**config.mk**
```make
export PLATFORM = sky130hd
export DESIGN_NAME = newton_rsqrt_iteration
export DESIGN_NICKNAME = d
export VERILOG_FILES = /design/src/nri_pkg.sv /design/src/newton_rsqrt_iteration.sv /design/src/nri_fmul.sv
export SDC_FILE = /design/constraint.sdc
export NUM_CORES = 2
export LEC_CHECK = 0
export BUFFER_PORTS_ARGS = -buffer_cell sky130_fd_sc_hd__buf_2
export CORE_ASPECT_RATIO = 1.25
export CORE_MARGIN = 4
export CORE_UTILIZATION = 38
export DETAILED_ROUTE_END_ITERATION = 16
export SETUP_SLACK_MARGIN = 0.02
export SLEW_MARGIN = 20
export SYNTH_ARGS = -nofsm -noshare
export SYNTH_HDL_FRONTEND = slang
export SYNTH_SLANG_ARGS = --single-unit
```
**constraint.sdc**
```tcl
create_clock -name i_clk -period 12.76 [get_ports i_clk]
set_input_delay 0 -clock i_clk [delete_from_list [all_inputs] [get_ports i_clk]]
set_output_delay 0 -clock i_clk [all_outputs]
set_load 0.02 [all_outputs]
```
**src/nri_pkg.sv**
```systemverilog
`timescale 1ns / 1ps
// nri_pkg: shared types, constants and saturation helpers for the
// Newton reciprocal square root block. No dependencies.
package nri_pkg;

    localparam int FRAC_BITS = 24;
    localparam int DATA_W    = 32;
    localparam int THR_W     = 31;
    localparam int ITER_W    = 7;

    localparam logic [THR_W-1:0]  THR_RESET = 31'd2;
    localparam logic [ITER_W-1:0] ITER_SAT  = 7'd127;

    typedef enum logic [1:0] {
        ST_CONV  = 2'd0,
        ST_LIMIT = 2'd1,
        ST_OVF   = 2'd2
    } t_status;

    typedef enum logic [3:0] {
        S_IDLE,
        S_SQ,
        S_SQ_C,
        S_CU,
        S_CU_C,
        S_AX,
        S_AX_C,
        S_UPD,
        S_CHK,
        S_OUT
    } t_state;

    typedef enum logic [1:0] {
        OP_XX,
        OP_TX,
        OP_AT
    } t_opsel;

    typedef struct packed {
        logic signed [DATA_W-1:0] scale_a;
        logic signed [DATA_W-1:0] start_x;
    } t_in;

    typedef struct packed {
        logic signed [DATA_W-1:0] root;
        logic [ITER_W-1:0]        iterations;
        t_status                  status;
    } t_out;

    // sequencer controls
    typedef struct packed {
        logic   in_ready;
        logic   out_valid;
        t_opsel opsel;
    } t_ctrl;

    function automatic logic sat_ovf(input logic signed [63:0] v);
        logic signed [63:0] lo;
        logic signed [63:0] hi;
        lo = -64'sd2147483648;
        hi = 64'sd2147483647;
        return (v > hi) || (v < lo);
    endfunction

    function automatic logic signed [DATA_W-1:0] sat32(input logic signed [63:0] v);
        logic signed [63:0] lo;
        logic signed [63:0] hi;
        lo = -64'sd2147483648;
        hi = 64'sd2147483647;
        if (v > hi) begin
            return 32'sh7FFF_FFFF;
        end else if (v < lo) begin
            return 32'sh8000_0000;
        end
        return v[DATA_W-1:0];
    endfunction

endpackage

```
**src/newton_rsqrt_iteration.sv**
```systemverilog
`timescale 1ns / 1ps
// newton_rsqrt_iteration: top level, sequencer and update datapath.
// Uses nri_pkg and nri_fmul.
//
// Usage:
//   Input channel i_in_valid/o_in_ready carries an item {scale_a, start_x},
//   both signed Q8.24. Output channel o_out_valid/i_out_ready returns one
//   item {root, iterations, status} per input item. Config channel
//   i_cfg_valid/o_cfg_ready writes conv_threshold; write it only while idle.
//   One item is processed at a time; o_in_ready is high only when idle.
//   Each Newton step runs three multiplies on the one shared multiplier
//   (issue plus scale/capture each), then update and check.
//   o_out_valid rises after n steps, n = iterations (1..MAX_ITER), and
//   a new item is accepted only once the previous result is taken.
//   If the receiver stalls, the result holds on o_out_data and no new item
//   is taken until it is accepted.
//   Reset returns the sequencer to idle and conv_threshold to 2.
module newton_rsqrt_iteration #(
    parameter int MAX_ITER = 64
) (
    input  logic           i_clk,
    input  logic           i_rst_n,
    input  logic           i_in_valid,
    output logic           o_in_ready,
    input  nri_pkg::t_in   i_in_data,
    output logic           o_out_valid,
    input  logic           i_out_ready,
    output nri_pkg::t_out  o_out_data,
    input  logic           i_cfg_valid,
    output logic           o_cfg_ready,
    input  logic [nri_pkg::THR_W-1:0] i_cfg_data
);
    import nri_pkg::*;

    localparam int SW = $clog2(MAX_ITER + 1);

    t_state r_state;
    t_state n_state;
    t_ctrl  w_ctrl;

    logic [THR_W-1:0]         r_thr;
    logic signed [DATA_W-1:0] r_a;
    logic signed [DATA_W-1:0] r_x;
    logic signed [DATA_W-1:0] r_t;
    logic signed [DATA_W-1:0] r_xn;
    logic                     r_ovf;
    logic                     r_conv;
    logic [SW-1:0]            r_steps;
    t_out                     r_out;

    logic signed [DATA_W-1:0] w_op_a;
    logic signed [DATA_W-1:0] w_op_b;
    logic signed [DATA_W-1:0] w_mul_res;
    logic                     w_mul_ovf;

    logic signed [63:0]       w_df_full;
    logic signed [DATA_W-1:0] w_df;
    logic signed [DATA_W-1:0] w_hf;
    logic signed [63:0]       w_xn_full;
    logic signed [DATA_W-1:0] w_xn;
    logic                     w_upd_ovf;
    logic signed [DATA_W:0]   w_d;
    logic [DATA_W:0]          w_mag;
    logic                     w_hit;
    logic [SW-1:0]            w_steps_nx;
    logic                     w_last;
    logic [ITER_W-1:0]        w_iter;

    nri_fmul u_fmul (
        .i_clk  (i_clk),
        .i_op_a (w_op_a),
        .i_op_b (w_op_b),
        .o_res  (w_mul_res),
        .o_ovf  (w_mul_ovf)
    );

    // update datapath
    assign w_df_full  = 64'(r_t) - 64'(r_x);
    assign w_df       = sat32(w_df_full);
    assign w_hf       = w_df >>> 1;
    assign w_xn_full  = 64'(r_x) - 64'(w_hf);
    assign w_xn       = sat32(w_xn_full);
    assign w_upd_ovf  = sat_ovf(w_df_full) | sat_ovf(w_xn_full);

    // check
    assign w_d        = (DATA_W+1)'(r_x) - (DATA_W+1)'(r_xn);
    assign w_mag      = w_d[DATA_W] ? unsigned'(-w_d) : unsigned'(w_d);
    assign w_hit      = w_mag < (DATA_W+1)'(r_thr);
    assign w_steps_nx = r_steps + SW'(1);
    assign w_last     = w_steps_nx == SW'(MAX_ITER);
    assign w_iter     = (32'(w_steps_nx) > 32'(ITER_SAT)) ? ITER_SAT
                                                          : ITER_W'(w_steps_nx);

    always_comb begin
        unique case (w_ctrl.opsel)
            OP_XX: begin
                w_op_a = r_x;
                w_op_b = r_x;
            end
            OP_TX: begin
                w_op_a = r_t;
                w_op_b = r_x;
            end
            OP_AT: begin
                w_op_a = r_a;
                w_op_b = r_t;
            end
            default: begin
                w_op_a = r_x;
                w_op_b = r_x;
            end
        endcase
    end

    // next state
    always_comb begin
        n_state = r_state;
        unique case (r_state)
            S_IDLE: if (i_in_valid) n_state = S_SQ;
            S_SQ:   n_state = S_SQ_C;
            S_SQ_C: n_state = S_CU;
            S_CU:   n_state = S_CU_C;
            S_CU_C: n_state = S_AX;
            S_AX:   n_state = S_AX_C;
            S_AX_C: n_state = S_UPD;
            S_UPD:  n_state = S_CHK;
            S_CHK:  n_state = (w_hit || w_last) ? S_OUT : S_SQ;
            S_OUT:  if (i_out_ready) n_state = S_IDLE;
            default: n_state = S_IDLE;
        endcase
    end

    // sequencer outputs
    always_comb begin
        w_ctrl = '{in_ready: 1'b0, out_valid: 1'b0, opsel: OP_XX};
        unique case (r_state)
            S_IDLE:  w_ctrl.in_ready  = 1'b1;
            S_CU:    w_ctrl.opsel     = OP_TX;
            S_AX:    w_ctrl.opsel     = OP_AT;
            S_OUT:   w_ctrl.out_valid = 1'b1;
            default: w_ctrl.opsel     = OP_XX;
        endcase
    end

    always_ff @(posedge i_clk) begin
        if (!i_rst_n) begin
            r_state <= S_IDLE;
            r_thr   <= THR_RESET;
        end else begin
            r_state <= n_state;
            if (i_cfg_valid) begin
                r_thr <= i_cfg_data;
            end
        end
    end

    always_ff @(posedge i_clk) begin
        unique case (r_state)
            S_IDLE: begin
                if (i_in_valid) begin
                    r_a     <= i_in_data.scale_a;
                    r_x     <= i_in_data.start_x;
                    r_ovf   <= 1'b0;
                    r_steps <= '0;
                end
            end
            S_SQ_C, S_CU_C, S_AX_C: begin
                r_t   <= w_mul_res;
                r_ovf <= r_ovf | w_mul_ovf;
            end
            S_UPD: begin
                r_xn  <= w_xn;
                r_ovf <= r_ovf | w_upd_ovf;
            end
            S_CHK: begin
                r_steps <= w_steps_nx;
                r_conv  <= w_hit;
                if (w_hit || w_last) begin
                    r_out.root       <= r_x;
                    r_out.iterations <= w_iter;
                    r_out.status     <= r_ovf ? ST_OVF : (w_hit ? ST_CONV : ST_LIMIT);
                end else begin
                    r_x <= r_xn;
                end
            end
            default: begin
                r_t <= r_t;
            end
        endcase
    end

    assign o_in_ready  = w_ctrl.in_ready;
    assign o_out_valid = w_ctrl.out_valid;
    assign o_out_data  = r_out;
    assign o_cfg_ready = 1'b1;

    a_no_overlap: assert property (@(posedge i_clk) disable iff (!i_rst_n)
        !(o_in_ready && o_out_valid))
        else $error("input and output handshakes open together");

    a_start: assert property (@(posedge i_clk) disable iff (!i_rst_n)
        (i_in_valid && o_in_ready) |=> (r_state == S_SQ))
        else $error("accepted item did not start iteration");

    a_steps: assert property (@(posedge i_clk) disable iff (!i_rst_n)
        (r_state != S_IDLE) |-> (32'(r_steps) <= MAX_ITER))
        else $error("step count past limit");

    a_conv_status: assert property (@(posedge i_clk) disable iff (!i_rst_n)
        (o_out_valid && !r_ovf && r_conv) |-> (o_out_data.status == ST_CONV))
        else $error("converged item reported wrong status");

endmodule

```
**src/nri_fmul.sv**
```systemverilog
`timescale 1ns / 1ps
// nri_fmul: shared signed 32x32 multiplier with registered product,
// followed by the fixed-point floor shift and saturation. Uses nri_pkg.
module nri_fmul (
    input  logic                             i_clk,
    input  logic signed [nri_pkg::DATA_W-1:0] i_op_a,
    input  logic signed [nri_pkg::DATA_W-1:0] i_op_b,
    output logic signed [nri_pkg::DATA_W-1:0] o_res,
    output logic                             o_ovf
);
    import nri_pkg::*;

    logic signed [2*DATA_W-1:0] r_prod;
    logic signed [2*DATA_W-1:0] n_prod;
    logic signed [2*DATA_W-1:0] w_scaled;

    assign n_prod = i_op_a * i_op_b;

    always_ff @(posedge i_clk) begin
        r_prod <= n_prod;
    end

    // arithmetic shift rounds toward minus infinity
    assign w_scaled = r_prod >>> FRAC_BITS;
    assign o_res    = sat32(w_scaled);
    assign o_ovf    = sat_ovf(w_scaled);

endmodule

```
After elaboration in Yosys (flattened, before gate mapping)
Index checks and enable logic that the tools add are counted.
Widths: inputs -> output; s select.

storage, ports and cells
  register bits = 276
  bits of input ports = 100
  output and inout bits = 44

cells by class
  $add $sub $neg = 5
  multipliers = 1
  magnitude comparators = 7
  eq/ne operators = 15
  multiplexer cells = 33
  bitwise gates (word level) = 3
  reduce and logical (&&, ||, !) cells = 14

operators by type and width
  kind                  count
  $mux 32               12
  $pmux 32 s2           2
  $gt 33x32->1 const B  2
  $lt 33x32->1 const B  2
  $sub 32x32->33        2
  $mul 32x32->64        1
  $gt 40x32->1 const B  1
  $lt 40x32->1 const B  1
  $pmux 4 s10           1
  $lt 33x31->1          1
  $mux 33               1
  $neg 33->33           1
  $sub 32x31->33        1
  $eq 4x3->1 const B    4
  $pmux 7 s2            1
  $mux 4                3
  $mux 1                10
  $reduce_and 2->1      5
  $eq 4x2->1 const B    2
  $eq 4x4->1 const B    2
  $add 7x1->7 const B   1
  $eq 7x7->1 const B    1
  $mux 7                1
  $ne 2x2->1 const B    3
  12 further kinds      17

Depth between registers and ports, before layout
  word-level depth = 11
  mapped depth = 41
  depth with buffers taken out = 35

Cells and area by module
A second synthesis with hierarchy kept.

unflattened totals
  cells, all modules = 5495
  area, all modules = 51982.4 um2

by module, submodules not included
  module                  times used  cells an instance  area an instance (um2)  seq. area each (um2)
  nri_fmul                1           3854               36687.7                 800.8
  newton_rsqrt_iteration  1           1641               15294.7                 6015.8

Worst setup path before layout
OpenSTA, ideal clock, no wires.

  kind = reg2reg
  from = register r_state[0]
  to = register u_fmul.r_prod[54]
  setup time = 0.127 ns
  arrival = 9.758 ns
  path slack = 2.875 ns
  stages on the path, launching flop included = 38
  clock period less this slack = 9.885 ns
  cells stage by stage = dfxtp_1 > clkbuf_1 > nand2_1 > or3_1 > inv_1 > ha_1 > clkbuf_1 > clkbuf_1 > clkbuf_1 > nand2_1 > o21ai_1 > clkbuf_1 > nand2_1 > fa_1 > inv_1 > fa_1 > fa_1 > fa_1 > [... 2 more ...] > fa_1 > inv_1 > fa_1 > inv_1 > fa_1 > inv_1 > ha_1 > a21o_1 > a21o_1 > a21o_1 > o211a_1 > or4b_1 > a221oi_1 > o2111ai_1 > a31oi_1 > nor2b_1 > o21ai_0 > xor2_1

on the way
  word-level cells in the longest chain between the ends = 5

ends and longest elaborated chain
  what                                             RTL line                       RTL
  from (decl)                                      newton_rsqrt_iteration.sv:37   t_state r_state;
  from (signal assigned)                           newton_rsqrt_iteration.sv:150  r_state <= n_state;
  $eq 4x3->1 / $eq 4x2->1 (equally long branches)  newton_rsqrt_iteration.sv:136  unique case (r_state)
  $pmux 2 s2 (*)                                   newton_rsqrt_iteration.sv:136
  $eq 2x2->1 / $eq 2x1->1 (equally long branches)  newton_rsqrt_iteration.sv:95   unique case (w_ctrl.opsel)
  $pmux 32 s2 / $mux 32 (equally long branches)    newton_rsqrt_iteration.sv:95
  $mul 32x32->64 (*)                               nri_fmul.sv:17                 assign n_prod = i_op_a * i_op_b;
  net u_fmul.n_prod[54]                            nri_fmul.sv:14                 logic signed [2*DATA_W-1:0] n_prod;
  to (signal assigned)                             nri_fmul.sv:20                 r_prod <= n_prod;
  to (decl)                                        nri_fmul.sv:13                 logic signed [2*DATA_W-1:0] r_prod;

The timed path passes the listed nets; every way through them passes the cells marked *.
A chain may end at the register's enable or synchronous reset.

Worst setup path in the final report
  from = register r_state[2]
  to = register u_fmul.r_prod[63]

Same word-level chain as after synthesis.

==> results.md <==
- Post-detailed-route wirelength per cell: 21.87 um
- Classification of the worst setup path: flop to flop
- Number of CTS-inserted buffers: 27
- Hold path startpoint: i_in_data[47]
- Top-Level Pins: 144
- CTS tree: built
- Critical R2R Capture: u_fmul.r_prod[63]
- Net count reported at finish: roughly 7.3k
- Ratio of cells with drive above 1 in the final layout: 0.07087
- Dominant cells by area after synthesis: fa_1 (42%), edfxtp_1 (10%), inv_1 (9.2%), ha_1 (7.5%), nand2_1 (6.9%)
- Capturing element of the worst setup path: u_fmul.r_prod[63]
- Clock Sinks: between 200 and 300
- Via-per-instance ratio: 5.232
- Element type at the critical path start: flop
- Min Clock Period, post-route: 11250 ps
- Summed negative setup slack over all endpoints: 0 ps
- Average footprint of a synthesized cell: 9.062 sq um
- Number of setup violations in the final report: 0
- Run status: finished, final reports clean
- Aggregate routed wire length: approximately 170 mm
- Cell repeated most along the worst path: fa_1
- Area enclosed by the die boundary: 0.1415 sq mm
- Via count: 39.80k
- Ys async rst share: 0
- Setup crit end kind: flop
- Maximum number of pins on one net before global-route repair: 73
- Detailed placer's ending HPWL: roughly 130 mm
- Final period util: 0.8813
- Largest incremental delay on the critical path: 940 ps
- Die extent in x: 337.2 um
- R2r setup slk: 1520 ps
- Starting density of the core: 0.3837
- Arrival time at the worst endpoint: 11680 ps
- Global-route wire length before repair: 254.6 mm
- Share of synthesized area occupied by flip-flops and latches: 0.1324
- Filler cell count: 13.00k
- Slew @ Worst Pin: 1216 ps
- Source-to-sink clock delay at the later pin of the worst-skew pair: 580 ps
- Standard cell core area: 0.1342 sq mm
- Logic depth of the worst register-to-register path: 32
- Layout area overhead: 10.38%
- Worst Hold Depth: 2
- Final number of hold-violating endpoints: 0
- First-pass iteration count of the detailed router: 6
- Clock Tree Root: clkbuf_16
- Number of placement rows: 150
- Worst slack after detailed placement: 1639 ps
- Class of the tightest hold or removal check: input port to flop
- Buffers added on ports: 142
- Area share of the largest cell type after synthesis: 0.4215
- Number of antenna violations at the first check in global routing: 3
- Placer's final routability congestion estimate: 0.9816
- CP Max Fanout: 72
- Via count of the first global-routing pass: approximately 43k
- Number of different library cells in the post-synthesis netlist: 90
- Worst-case setup margin in the final layout: between 1500 and 2000 ps
- Required @ worst endpoint: 13190 ps
- Number of max-slew violations in the final report: 0
- Worst Clk Skew: approximately 31 ps
- Antenna viol nets, final: 0
- Count of mapped cells out of synthesis: 5682
- Cell type with the highest aggregate area in the netlist: fa_1
- YS warnings: 0
- Total overflow reported by the global router: 0
- Total routing usage reported by global routing: 0.2379
- Count of cells resized by post-cts repair: 0
- R2r startpoint: r_state[2]
- CTS H-tree depth: 1
- Net count after synthesis: between 7k and 8k
- Most numerous cell in the Yosys netlist: inv_1
- Vertical die dimension: 419.6 um
- Maximum Capacitance Violations: 0
- DRC violation total after the first TritonRoute iteration: 2660
- Maximum root-to-sink buffer count: 3
- Max-slew headroom at the worst pin: 0.1892
- Startpoint of the worst setup timing path: r_state[2]
- Setup repair after global routing missed its margin: no
- Critical path's slowest cell: o21ai_2
- Flops & latches, synth: 252
- Post-Synthesis Cell Area: 0.05149 sq mm
- Max Freq: 88.93 MHz
- Number of enable flip-flop cells after synthesis: 177
- Number of remaining DRC errors: 0
- Clock-pin slew on the worst setup and hold paths: 60 ps
- Most instantiated cells after synthesis: inv_1 (1257), fa_1 (1084), nand2_1 (952), nor2_1 (345), ha_1 (310)
- Flip-flop cell with the highest count after synthesis: edfxtp_1
[per-stage QoR]
step / instances / instance area [sq um] / util / hold WS [ps]
detailed placement: 7425 / 54610 / 0.4069 / 178.6
floorplan: 5682 / 51490 / - / 98.87
global route: 7604 / 56830 / 0.4235 / 131.6
finish: 7606 / 56830 / 0.4235 / 132.1
CTS: 7604 / 56830 / 0.4235 / 119.8
global placement: 7425 / 54590 / 0.4068 / 178.5
[metal layers]
metal	vias up	wire length (um)	global-route usage
met5	-	7	0
met4	2	13020	0.1459
met3	452	11940	0.03921
met2	1525	80320	0.4089
met1	20158	61030	0.2778
li1	17660	-	-
[registers in the layout, indices dropped and copies added (netlist names)]
signal and flops:
o_out_data 41, r_a 32, r_ovf 1, r_state 4, r_steps 7, r_t 32
r_thr 31, r_x 32, r_xn 32, u_fmul.r_prod 40
[area by class of cell]
cell class / instances / area, sq um / share of cell area
inverter: 1257 / 4718 / 0.08302
antenna: 2 / 5.005 / 0.00008806
multi-input combinational: 3918 / 39330 / 0.6920
sequential: 252 / 6817 / 0.1199
tap: 1748 / 2187 / 0.03848
timing repair buffer: 379 / 2850 / 0.05015
clock buffer: 40 / 807.0 / 0.01420
clock inverter: 10 / 122.6 / 0.002158
[cells in the final DEF, fill, tap and decap left out, types with 105 or more instances in the layout]
cell,instances
nand2_1,952
dlygate4sd3_1,129
buf_2,142
inv_1,1257
fa_1,1083
edfxtp_1,177
o21ai_0,136
nor2_1,344
buf_4,105
ha_1,308
a21oi_1,158
[logic make-up after synthesis]
| family | Yosys count | synth area share |
|---|---|---|
| other cells | 1 | 0.00007283 |
| simple gates | 1576 | 0.1287 |
| fa+ha+maj | 1413 | 0.5005 |
| compound gates | 721 | 0.09147 |
| buf+inv | 1512 | 0.1106 |
| flops | 252 | 0.1324 |
| xor+xnor | 167 | 0.02841 |
| mux | 40 | 0.007873 |
[what timing repair did]
action                    CTS  global route
setup buffers               0             0
hold endpoints to repair  100             0
hold buffers              129             0
[how the worst min path moves through the flow]
stage / end / slack (ps)
finish: r_a[15] / 130
global route: r_a[13] / 130
CTS: r_a[15] / 120
detailed placement: r_a[10] / 180
global placement: r_a[28] / 180
floorplan: r_a[0] / 100
[worst max-delay path: cells and delay by family (launching register included)]
family                     cells  cell delay [ps]
adders and majority gates     10             5070
AOI/OAI and AO/OA             12             4410
and+or+nand+nor                3              570
DFF                            1              440
buffers and inverters          6              410
xor gates and xnor gates       1               80
Power is left out: the tool's default activity adds up to more than one toggle a clock period on the data nets, which glitch-free logic cannot reach.
